File: src/rtl/tcce_pkg.sv
// ----------------------------------------------------------------------------
// TCP client connection engine - shared definitions
// Slot geometry, connection state codes, flag bits, slot record and result
// word layout, and the port-to-slot reduction tables.
// ----------------------------------------------------------------------------
package tcce_pkg;

   localparam int CONN_SLOTS = 16;
   localparam int SLOT_W     = (CONN_SLOTS > 1) ? $clog2(CONN_SLOTS) : 1;

   // opcodes
   localparam logic [1:0] OP_RECV = 2'd0;
   localparam logic [1:0] OP_OPEN = 2'd1;
   localparam logic [1:0] OP_SEND = 2'd2;

   // connection states
   localparam logic [3:0] ST_CLOSED      = 4'd0;
   localparam logic [3:0] ST_SYN_SENT    = 4'd2;
   localparam logic [3:0] ST_ESTABLISHED = 4'd4;
   localparam logic [3:0] ST_CLOSE_WAIT  = 4'd7;

   // flag bits
   localparam logic [8:0] F_FIN = 9'h001;
   localparam logic [8:0] F_SYN = 9'h002;
   localparam logic [8:0] F_PSH = 9'h008;
   localparam logic [8:0] F_ACK = 9'h010;

   // header lengths in 32-bit words
   localparam logic [2:0] HDR_NONE  = 3'd0;
   localparam logic [2:0] HDR_PLAIN = 3'd5;
   localparam logic [2:0] HDR_MSS   = 3'd6;

   localparam logic [15:0] PORT_START = 16'd51673;

   typedef struct packed {
      logic [3:0]  state;
      logic [31:0] peer_address;
      logic [15:0] own_port;
      logic [15:0] peer_port;
      logic [31:0] own_seq;
      logic [31:0] peer_seq;
   } slot_type;

   localparam int SLOT_BITS = $bits(slot_type);

   typedef struct packed {
      logic        last_result;
      logic [31:0] dest_address;
      logic [15:0] from_port;
      logic [15:0] to_port;
      logic [31:0] seq_out;
      logic [31:0] ack_out;
      logic [2:0]  header_words;
      logic [8:0]  flags_out;
      logic [3:0]  conn_state;
      logic        deliver;
      logic [5:0]  payload_offset;
      logic [15:0] payload_length;
   } rsp_type;

   // port mod CONN_SLOTS = (hi*256 mod N + lo mod N), folded once
   typedef logic [SLOT_W:0] slot_sum_type;
   typedef slot_sum_type [255:0] slot_table_type;

   function automatic slot_table_type build_slot_table(bit high_byte);
      slot_table_type t;
      int             v;
      for (int i = 0; i < 256; i++) begin
         v    = high_byte ? (i * 256) % CONN_SLOTS : i % CONN_SLOTS;
         t[i] = slot_sum_type'(v);
      end
      return t;
   endfunction

   localparam slot_table_type SLOT_HI = build_slot_table(1'b1);
   localparam slot_table_type SLOT_LO = build_slot_table(1'b0);

   function automatic logic [SLOT_W-1:0] slot_of(logic [15:0] port);
      slot_sum_type sum;
      sum = SLOT_HI[port[15:8]] + SLOT_LO[port[7:0]];
      if (sum >= slot_sum_type'(CONN_SLOTS)) begin
         sum = sum - slot_sum_type'(CONN_SLOTS);
      end
      return sum[SLOT_W-1:0];
   endfunction

endpackage

File: src/rtl/tcce_ram.sv
// ----------------------------------------------------------------------------
// Generic single-port-write RAM
// One write port and one read port with registered read data.
// ----------------------------------------------------------------------------
module tcce_ram #(
   parameter int WIDTH = 8,
   parameter int DEPTH = 16
) (
   input  logic                                       clock,
   input  logic                                       wr_en,
   input  logic [((DEPTH > 1) ? $clog2(DEPTH) : 1)-1:0] wr_addr,
   input  logic [WIDTH-1:0]                           wr_data,
   input  logic                                       rd_en,
   input  logic [((DEPTH > 1) ? $clog2(DEPTH) : 1)-1:0] rd_addr,
   output logic [WIDTH-1:0]                           rd_data
);

   logic [WIDTH-1:0] mem_ff [DEPTH];
   logic [WIDTH-1:0] rd_data_ff;

   always_ff @(posedge clock) begin
      if (wr_en) begin
         mem_ff[wr_addr] <= wr_data;
      end
      if (rd_en) begin
         rd_data_ff <= mem_ff[rd_addr];
      end
   end

   assign rd_data = rd_data_ff;

endmodule

File: src/rtl/tcp_client_connection_engine.sv
// ----------------------------------------------------------------------------
// TCP client connection engine
// Per-slot TCP client state machine: open, receive and send requests in,
// outgoing header descriptors out.
// ----------------------------------------------------------------------------
// A slot record is read from the slot RAM as its item is accepted, then
// updated, written back and registered as result words. A new request can
// be taken every cycle unless the result queue still holds words not yet
// taken. Each item yields one result word, or two when a segment received on
// an established connection carries both PSH and FIN; the result port moves
// one word per cycle while rsp_tready is high. Slot state comes out of reset
// CLOSED through a valid bit per slot, so no clearing pass is needed.
module tcp_client_connection_engine (
   input  logic         clock,
   input  logic         reset,
   input  logic         req_tvalid,
   output logic         req_tready,
   // local_port[15:0], remote_ip[47:16], remote_port[63:48], seq_in[95:64],
   // ack_in[127:96], flags_in[136:128], data_offset[140:137],
   // segment_length[156:141], zero pad[159:157]
   input  logic [159:0] req_tdata,
   // opcode[1:0]
   input  logic [1:0]   req_tuser,
   output logic         rsp_tvalid,
   input  logic         rsp_tready,
   // dest_address[31:0], from_port[47:32], to_port[63:48], seq_out[95:64],
   // ack_out[127:96], header_words[130:128], flags_out[139:131],
   // conn_state[143:140], deliver[144], payload_offset[150:145],
   // payload_length[166:151], zero pad[167]
   output logic [167:0] rsp_tdata,
   output logic         rsp_tlast
);

   typedef struct packed {
      logic [1:0]                  op;
      logic [15:0]                 port;
      logic [tcce_pkg::SLOT_W-1:0] slot;
      logic [31:0]                 rip;
      logic [15:0]                 rport;
      logic [31:0]                 seq;
      logic [4:0]                  flags;
      logic [3:0]                  doff;
      logic [15:0]                 slen;
   } stg_type;

   // ---------------------------------------------------------------- registers
   logic                           stg_valid_ff, stg_valid_in;
   stg_type                        stg_ff, stg_in;
   logic [15:0]                    port_ff, port_in;
   logic [tcce_pkg::CONN_SLOTS-1:0] valid_ff, valid_in;
   logic                           byp_hit_ff, byp_hit_in;
   tcce_pkg::slot_type             byp_data_ff, byp_data_in;
   tcce_pkg::rsp_type              out0_ff, out0_in, out1_ff, out1_in;
   logic [1:0]                     out_cnt_ff, out_cnt_in;

   // ---------------------------------------------------------------- signals
   logic                           acc, adv, pop;
   logic [1:0]                     req_op;
   logic [15:0]                    rd_port;
   logic [tcce_pkg::SLOT_W-1:0]    rd_slot;
   logic [tcce_pkg::SLOT_BITS-1:0] ram_rd_data;
   logic                           wr_en;
   logic                           wr_req;
   tcce_pkg::slot_type             cur, upd, psh_ent;
   logic [3:0]                     cur_st;
   logic [5:0]                     hdr_bytes;
   logic [15:0]                    plen, psh_add;
   logic                           f_fin, f_syn, f_psh, f_ack;
   tcce_pkg::rsp_type              res0, res1;
   logic [1:0]                     res_n;

   function automatic tcce_pkg::rsp_type none_rsp(logic [3:0] st);
      tcce_pkg::rsp_type r;
      r            = '0;
      r.conn_state = st;
      return r;
   endfunction

   function automatic tcce_pkg::rsp_type hdr_rsp(tcce_pkg::slot_type e,
                                                 logic [2:0] words,
                                                 logic [8:0] flags,
                                                 logic dlv,
                                                 logic [5:0] off,
                                                 logic [15:0] len);
      tcce_pkg::rsp_type r;
      r.last_result    = 1'b0;
      r.dest_address   = e.peer_address;
      r.from_port      = e.own_port;
      r.to_port        = e.peer_port;
      r.seq_out        = e.own_seq;
      r.ack_out        = e.peer_seq;
      r.header_words   = words;
      r.flags_out      = flags;
      r.conn_state     = e.state;
      r.deliver        = dlv;
      r.payload_offset = off;
      r.payload_length = len;
      return r;
   endfunction

   // ---------------------------------------------------------------- handshake
   assign pop        = rsp_tvalid && rsp_tready;
   assign adv        = stg_valid_ff && ((out_cnt_ff == 2'd0) || (out_cnt_ff == 2'd1 && pop));
   assign req_tready = !stg_valid_ff || adv;
   assign acc        = req_tvalid && req_tready;
   assign wr_en      = adv && wr_req;

   // ---------------------------------------------------------------- accept side
   assign req_op  = req_tuser;
   assign rd_port = (req_op == tcce_pkg::OP_OPEN) ? port_ff : req_tdata[15:0];
   assign rd_slot = tcce_pkg::slot_of(rd_port);

   always_comb begin
      stg_in.op    = req_op;
      stg_in.port  = rd_port;
      stg_in.slot  = rd_slot;
      stg_in.rip   = req_tdata[47:16];
      stg_in.rport = req_tdata[63:48];
      stg_in.seq   = req_tdata[95:64];
      stg_in.flags = req_tdata[132:128];
      stg_in.doff  = req_tdata[140:137];
      stg_in.slen  = req_tdata[156:141];

      stg_valid_in = stg_valid_ff;
      if (acc) begin
         stg_valid_in = 1'b1;
      end else if (adv) begin
         stg_valid_in = 1'b0;
      end

      port_in = port_ff;
      if (acc && req_op == tcce_pkg::OP_OPEN) begin
         port_in = port_ff + 16'd1;
      end

      // the write-back at the read edge is not seen by the RAM read; hold it
      byp_hit_in  = wr_en && (stg_ff.slot == rd_slot);
      byp_data_in = upd;

      valid_in = valid_ff;
      if (wr_en) begin
         valid_in[stg_ff.slot] = 1'b1;
      end
   end

   tcce_ram #(
      .WIDTH(tcce_pkg::SLOT_BITS),
      .DEPTH(tcce_pkg::CONN_SLOTS)
   ) u_slot_ram (
      .clock  (clock),
      .wr_en  (wr_en),
      .wr_addr(stg_ff.slot),
      .wr_data(upd),
      .rd_en  (acc),
      .rd_addr(rd_slot),
      .rd_data(ram_rd_data)
   );

   // ---------------------------------------------------------------- slot update
   always_comb begin
      cur = byp_hit_ff ? byp_data_ff : tcce_pkg::slot_type'(ram_rd_data);

      cur_st = valid_ff[stg_ff.slot] ? cur.state : tcce_pkg::ST_CLOSED;
      // a slot owned by another port reads as closed
      if (cur_st != tcce_pkg::ST_CLOSED && cur.own_port != stg_ff.port) begin
         cur_st = tcce_pkg::ST_CLOSED;
      end

      f_fin = stg_ff.flags[0];
      f_syn = stg_ff.flags[1];
      f_psh = stg_ff.flags[3];
      f_ack = stg_ff.flags[4];

      hdr_bytes = {stg_ff.doff, 2'b00};
      plen      = (stg_ff.slen > {10'd0, hdr_bytes}) ? stg_ff.slen - {10'd0, hdr_bytes}
                                                    : 16'd0;
      psh_add   = f_psh ? plen : 16'd0;

      psh_ent          = cur;
      psh_ent.peer_seq = cur.peer_seq + {16'd0, plen};

      upd    = cur;
      wr_req = 1'b0;
      res0   = none_rsp(cur_st);
      res1   = none_rsp(tcce_pkg::ST_CLOSED);
      res_n  = 2'd1;

      case (stg_ff.op)
         tcce_pkg::OP_OPEN: begin
            upd.state        = tcce_pkg::ST_SYN_SENT;
            upd.peer_address = stg_ff.rip;
            upd.own_port     = stg_ff.port;
            upd.peer_port    = stg_ff.rport;
            upd.own_seq      = 32'd1;
            upd.peer_seq     = 32'd0;
            wr_req           = 1'b1;
            res0 = hdr_rsp(upd, tcce_pkg::HDR_MSS, tcce_pkg::F_SYN, 1'b0, 6'd0, 16'd0);
         end
         tcce_pkg::OP_SEND: begin
            if (cur_st == tcce_pkg::ST_ESTABLISHED) begin
               res0 = hdr_rsp(cur, tcce_pkg::HDR_PLAIN, tcce_pkg::F_ACK | tcce_pkg::F_PSH,
                              1'b0, 6'd0, stg_ff.slen);
               upd.own_seq = cur.own_seq + {16'd0, stg_ff.slen};
               wr_req      = 1'b1;
            end
         end
         tcce_pkg::OP_RECV: begin
            case (cur_st)
               tcce_pkg::ST_SYN_SENT: begin
                  if (f_syn && f_ack) begin
                     upd.own_seq  = cur.own_seq + 32'd1;
                     upd.peer_seq = stg_ff.seq + 32'd1;
                     upd.state    = tcce_pkg::ST_ESTABLISHED;
                     wr_req       = 1'b1;
                     res0 = hdr_rsp(upd, tcce_pkg::HDR_PLAIN, tcce_pkg::F_ACK,
                                    1'b0, 6'd0, 16'd0);
                  end
               end
               tcce_pkg::ST_CLOSE_WAIT: begin
                  if (f_ack) begin
                     upd.state = tcce_pkg::ST_CLOSED;
                     wr_req    = 1'b1;
                     res0      = none_rsp(tcce_pkg::ST_CLOSED);
                  end
               end
               tcce_pkg::ST_ESTABLISHED: begin
                  if (f_psh) begin
                     upd    = psh_ent;
                     wr_req = 1'b1;
                     res0   = hdr_rsp(psh_ent, tcce_pkg::HDR_PLAIN, tcce_pkg::F_ACK,
                                      1'b1, hdr_bytes, plen);
                  end
                  if (f_fin) begin
                     upd.peer_seq = cur.peer_seq + {16'd0, psh_add} + 32'd1;
                     upd.state    = tcce_pkg::ST_CLOSE_WAIT;
                     wr_req       = 1'b1;
                     if (f_psh) begin
                        res1  = hdr_rsp(upd, tcce_pkg::HDR_PLAIN,
                                        tcce_pkg::F_ACK | tcce_pkg::F_FIN, 1'b0, 6'd0, 16'd0);
                        res_n = 2'd2;
                     end else begin
                        res0  = hdr_rsp(upd, tcce_pkg::HDR_PLAIN,
                                        tcce_pkg::F_ACK | tcce_pkg::F_FIN, 1'b0, 6'd0, 16'd0);
                     end
                  end
               end
               default: begin
               end
            endcase
         end
         default: begin
            res0 = none_rsp(tcce_pkg::ST_CLOSED);
         end
      endcase

      if (res_n == 2'd2) begin
         res1.last_result = 1'b1;
      end else begin
         res0.last_result = 1'b1;
      end
   end

   // ---------------------------------------------------------------- result queue
   always_comb begin
      out0_in    = out0_ff;
      out1_in    = out1_ff;
      out_cnt_in = out_cnt_ff;
      if (adv) begin
         out0_in    = res0;
         out1_in    = res1;
         out_cnt_in = res_n;
      end else if (pop) begin
         // advance the second word to the front
         out0_in    = out1_ff;
         out_cnt_in = out_cnt_ff - 2'd1;
      end
   end

   assign rsp_tvalid = (out_cnt_ff != 2'd0);
   assign rsp_tlast  = out0_ff.last_result;
   assign rsp_tdata  = {1'b0,
                        out0_ff.payload_length,
                        out0_ff.payload_offset,
                        out0_ff.deliver,
                        out0_ff.conn_state,
                        out0_ff.flags_out,
                        out0_ff.header_words,
                        out0_ff.ack_out,
                        out0_ff.seq_out,
                        out0_ff.to_port,
                        out0_ff.from_port,
                        out0_ff.dest_address};

   // ---------------------------------------------------------------- flops
   always_ff @(posedge clock) begin
      if (reset) begin
         stg_valid_ff <= 1'b0;
         port_ff      <= tcce_pkg::PORT_START;
         valid_ff     <= '0;
         byp_hit_ff   <= 1'b0;
         out_cnt_ff   <= 2'd0;
      end else begin
         stg_valid_ff <= stg_valid_in;
         port_ff      <= port_in;
         valid_ff     <= valid_in;
         if (acc) begin
            byp_hit_ff <= byp_hit_in;
         end
         out_cnt_ff <= out_cnt_in;
      end
   end

   always_ff @(posedge clock) begin
      if (acc) begin
         stg_ff      <= stg_in;
         byp_data_ff <= byp_data_in;
      end
      out0_ff <= out0_in;
      out1_ff <= out1_in;
   end

endmodule
File: config.mk
export PLATFORM = sky130hd
export DESIGN_NAME = tcp_client_connection_engine
export DESIGN_NICKNAME = d
export VERILOG_FILES = /design/src/rtl/tcce_pkg.sv /design/src/rtl/tcce_ram.sv /design/src/rtl/tcp_client_connection_engine.sv
export SDC_FILE = /design/constraint.sdc
export NUM_CORES = 2
export LEC_CHECK = 0
export BUFFER_PORTS_ARGS = -buffer_cell sky130_fd_sc_hd__buf_2
export CORE_MARGIN = 2
export CORE_UTILIZATION = 58
export DETAILED_ROUTE_END_ITERATION = 10
export GPL_TIMING_DRIVEN = 1
export PLACE_DENSITY = 0.73
export SYNTH_ARGS = -nofsm -noshare
export SYNTH_HDL_FRONTEND = slang
export SYNTH_HIERARCHICAL = 1
export SYNTH_SLANG_ARGS = --single-unit
export TNS_END_PERCENT = 1
File: constraint.sdc
create_clock -name clock -period 34.2 [get_ports clock]
set_clock_uncertainty 0.2 [all_clocks]
set_input_delay 5.13 -clock clock [delete_from_list [all_inputs] [get_ports clock]]
set_output_delay 5.13 -clock clock [all_outputs]
set_load 0.01 [all_outputs]
# Word-level counts from Yosys, hierarchy flattened
# Memory sizes are Yosys's and may differ from the RTL's. A register that Yosys moved wholly into a read port is not among the register bits.
# Index checks and enable logic that the tools add are counted.
# W data, S select, Z words.
[classes]
n_addsub = 11
n_bitwise = 1
n_reduce_logical = 21
n_lt_le_gt_ge = 6
n_mux = 54
eq_ne = 10
[ops]
columns = ["op", "count"]
rows = [
  ["$pmux W168 S3", 2],
  ["$mux W167", 5],
  ["$mux W168", 3],
  ["$pmux W68 S2", 1],
  ["$mux W132", 1],
  ["$pmux W64 S2", 1],
  ["$add A32 B1 Y32 const B", 3],
  ["$add A32 B16 Y32", 3],
  ["$mux W32", 3],
  ["$pmux W32 S3", 1],
  ["$mux W64", 1],
  ["$pmux W32 S2", 1],
  ["$mux W16", 3],
  ["$mux W27", 1],
  ["$mux W4", 6],
  ["$lt A8 B9 Y1 const B", 2],
  ["$add A16 B1 Y16 const B", 1],
  ["$gt A16 B6 Y1", 1],
  ["$ne A16 B16 Y1", 1],
  ["$or A16 B16 Y16", 1],
  ["$sub A16 B6 Y16", 1],
  ["$mux W1", 12],
  ["$mux W2", 6],
  ["$pmux W4 S3", 1],
  ["other kinds (23)", 42],
]
[totals]
n_memories = 3
ff_bits = 631
inputBits = 166
ram_bits = 2112
romBits = 2560
[mem_list]
columns = ["memory", "words", "width", "rd", "rd_ports_with_merged_regs", "write_ports", "line", "rtl"]
rows = [
  ["u_slot_ram.mem_ff", 16, 132, 1, 1, 1, "tcce_ram.sv:18", "logic [WIDTH-1:0] mem_ff [DEPTH];"],
  ["(name not given)", 256, 5, 1, 0, 0, "tcce_pkg.sv:80", "sum = SLOT_HI[port[15:8]] + SLOT_LO[port[7:0]];"],
  ["(name not given)", 256, 5, 1, 0, 0, "tcce_pkg.sv:80", ""],
]

# Depth between registers and ports, before layout
[depth]
depth_word = 13
mapped_depth = 23
mapped_depth_nobuf = 22

# Cells and area by module
# The synthesis kept the hierarchy.
[modules_own_cells]
columns = ["module", "seq_area_each_um2", "cells_per_inst", "area_each_um2", "n_inst"]
rows = [
  ["tcce_ram", 67384.6, 3454, 83367.5, 1],
  ["tcp_client_connection_engine", 17026.3, 3220, 32891.5, 1],
]

# Least setup slack after synthesis
# No wires, ideal clock.
[synth_timing]
path_kind = "input to register"
startpoint = "in rsp_tready"
endpoint = "mem u_slot_ram/mem_ff[0][0] (netlist name), enable pin"
setup_ns = 0.785
t_required_ns = 33.215
arrival_ns = 15.364
path_slack_ns = 17.851
cell_stages = 8
path_cell_list = "a21oi_1 nand2b_1 clkbuf_1 clkinv_1 and3_1 buf_2 or3b_2 nor3_1"
[synth_via]
elab_chain_cells = 7
[synth_rtl]
columns = ["item", "line", "rtl"]
rows = [
  ["from (decl)", "tcp_client_connection_engine.sv:25", "input logic rsp_tready,"],
  ["$logic_and A1 B1 Y1", "tcp_client_connection_engine.sv:102", "assign pop = rsp_tvalid && rsp_tready;"],
  ["$logic_and A1 B1 Y1", "tcp_client_connection_engine.sv:103", "assign adv = stg_valid_ff && ((out_cnt_ff == 2'd0) || (out_cnt_ff == 2'd1 && pop));"],
  ["$logic_or A1 B1 Y1", "tcp_client_connection_engine.sv:103", ""],
  ["$logic_and A1 B1 Y1", "tcp_client_connection_engine.sv:103", ""],
  ["$logic_and A1 B1 Y1", "tcp_client_connection_engine.sv:106", "assign wr_en = adv && wr_req;"],
  ["net wr_en", "tcp_client_connection_engine.sv:62", "logic wr_en;"],
  ["$mux W1", "tcce_ram.sv:22", "if (wr_en) begin"],
  ["$mux W1 (not written as such)", "tcce_ram.sv:23", "mem_ff[wr_addr] <= wr_data;"],
  ["to (decl)", "tcce_ram.sv:18", ""],
]
# The timed path passes the listed nets, and every way through them passes these cells.

# Final worst setup path
[layout_timing]
startpoint = "in rsp_tready"
endpoint = "out req_tready"
[layout_via]
elab_chain_cells = 5
[layout_rtl]
columns = ["item", "line", "rtl"]
rows = [
  ["$logic_and A1 B1 Y1", "tcp_client_connection_engine.sv:102", ""],
  ["$logic_and A1 B1 Y1", "tcp_client_connection_engine.sv:103", ""],
  ["$logic_or A1 B1 Y1", "tcp_client_connection_engine.sv:103", ""],
  ["$logic_and A1 B1 Y1", "tcp_client_connection_engine.sv:103", ""],
  ["$logic_or A1 B1 Y1", "tcp_client_connection_engine.sv:104", "assign req_tready = !stg_valid_ff || adv;"],
  ["to (decl)", "tcp_client_connection_engine.sv:17", "output logic req_tready,"],
]
# No other way between the ends.

==> metrics.yaml <==
grt.total_usage_pct: 30.7
rrSetupSlack_ns: 24.74
cts_made_buffers: 298
cts_buffer_depth: 4
syn_inst: 6674
ys_types: 113
hold_ws_ns: 0.269
hold_class: "reg -> reg"
viasPerCell: 6.76
wl_per_cell_microns: 31.6
maxSlewViolCount: 0
grt_pass1_vias: 65900
vias: 67200
worst-setup-path-type: "in -> out"
worstPathArrival_ns: 5.71
clkTransAtPathRegs_ns: 0.06
post_cts_buffers: 0
fp-row-count: 164
end_kind: "primary output"
yosysTopAreaCellShare_pct: 72.0
total_leakage_power_uw: 0.0423
cts_num_sinks: 2823
ant_nets: 0
netlist_area_sq_um: 116000
area_growth_pct: 11.7
yosys_register_bits: 2823
fin_util_pct: 65.1
numPortBuffers: 288
timing.final.crit_share_pct: 32.3
cts_tree: "yes"
startpoint_type: "input port"
fin_setup_tns_ns: 0
drc: 0
syn_area_per_cell_sq_um: 17.4
dr.pass1.iters: 6
ys_seq_area_share_pct: 72.6
fin_nets: 7292
yosysTopAreaCell: "edfxtp_1"
dieArea_sq_um: 204000
grt_max_degree: 146
final_hold_viol_count: 0
hpwl_mm: 174
ctsResizeCount: 0
gp_congestion: 0.952
worst_pin_slew_ns: 1.40
grt_pass1_wl_mm: 453
status: "complete, no violations"
cts_hold_buf: 0
yosysWarnings: 6
wl_mm: 314
initialDrtViolationCount: 9379
powerDensity_nw_per_um2: 61.2
setup_ws_ns: 23.16
max_cap_violations: 0
cp_max_fo: 3
ir_drop_mv: 0.0649
synth_edf_count: 2787
die_x_microns: 452
clock_latency_ns: 0.96
synthArstFlopShare_pct: 0
dp_cells: 9426
core_sq_um: 199000
dp_slack_ns: 22.62
yosys-top-cells-area: "edfxtp_1 (72%), mux4_2 (9.7%), a22oi_1 (1.6%), nor2_1 (1.6%), a21oi_1 (1.3%)"
die_height_microns: 452
fmax_ghz: 0.0906
finalSetupViolCount: 0
max-slew-margin-rel_pct: 6.60
final-instance-count-excl-fill: 9948
drive_above_1_share_pct: 21.4
layout_min_cycle_time_ns: 11.04
synthFlopType: "edfxtp_1"
root_buffer: "clkbuf_16"
antenna_found_initial: 7
required_ns: 28.87
gr-total-overflow: 0
pin_count: 337
h-tree-depth: 5
grt_setup_unrepaired: "no"
initial_core_util_pct: 58.3
metal layers:
layer	share of wire, %	vias to the layer above	track usage, %
met5	0.0038	-	0
met4	4.8	2	13.2
met3	10	771	5.40
met2	48	4206	48.7
met1	37	34700	42.6
li1	-	27600	-
cell usage after synthesis (all sizes together), types with 36 or more instances:
cell type and number:
edfxtp 2787, mux4 499, nor2 492, nand2 392, a21oi 304, a22oi 248, o21ai 233, buf 191
clkbuf 188, mux2i 153, xnor2 130, mux2 100, nor3 60, nand3 59, inv 58, xor2 58
o22ai 55, ha 53, o221ai 43, nor2b 41, dfxtp 36, nand2b 36
sequential cells by signal (all words and copies together) (netlist names):
register / count
u_slot_ram/mem_ff: 2112
rsp_tdata: 158
byp_data_ff: 132
u_slot_ram/rd_data: 132
out1_ff: 130
stg_ff: 114
port_ff: 16
valid_ff: 16
hdr_bytes: 4
out_cnt_ff: 2
byp_hit_ff: 1
f_ack: 1
f_fin: 1
f_psh: 1
f_syn: 1
rsp_tlast: 1
stg_valid_ff: 1
cell type report:
class / instances / area, sq um
flip-flops and latches: 2823 / 84400
fillers: 13300 / 69600
multi-input cells: 3415 / 30000
clock buffers: 370 / 7930
well taps: 2656 / 3320
repair buffers: 468 / 2910
clock inverters: 147 / 1070
inverters: 64 / 255
diodes: 5 / 12.5
per-stage QoR:
step | area (sq um) | power, uW
floorplan | 116000 | 4690
global placement | 121000 | 4950
detailed placement | 121000 | 4970
CTS | 130000 | 7970
global route | 130000 | 8170
finish | 130000 | 7950
where the power goes:
group / total [uW] / leakage, uW / switching (uW) / internal (uW)
registers: 4080 / 0.0259 / 48.6 / 4030
logic: 835 / 0.0120 / 569 / 266
clock network: 3030 / 0.00440 / 1280 / 1750
total: 7950 / 0.0423 / 1900 / 6040
cell families (layout without fill, tap and decap cells):
logic type / after synthesis / in the layout / synth area share [%]
compound gates: 1165 / 1165 / 6.56
other cells: 1 / 13 / 0.00323
fa+ha+maj: 57 / 57 / 0.631
flops: 2823 / 2823 / 72.6
buf+inv: 443 / 1049 / 1.87
simple gates: 1245 / 1245 / 4.90
xor+xnor: 188 / 188 / 1.43
mux: 752 / 752 / 12.0
final timing paths:
kind / startpoint / endpoint / depth (start not counted)
max: rsp_tready / req_tready / 4
max reg2reg: byp_hit_ff / u_slot_ram/mem_ff[7][20] / 14
min: valid_ff[6] / valid_ff[6] / 2
min reg2reg: valid_ff[6] / valid_ff[6] / 2
critical path, cell delays in order:
cell,delay (ns)
buf_2,0.10
a21oi_1,0.23
nand2_1,0.10
buf_2,0.15
layout by cell type (no fill, tap or decap), drive strengths merged, types with 41 or more instances in the layout:
master,instances
nand2,392
nand3,59
a22oi,248
mux4,499
nor2b,41
xnor2,130
o221ai,43
nor2,492
clkinv,126
xor2,58
nor3,60
o21ai,233
a21oi,304
ha,53
clkbuf,370
o22ai,55
edfxtp,2787
buf,468
mux2i,153
mux2,100
inv,61
Power figures use the tool's default switching activity.
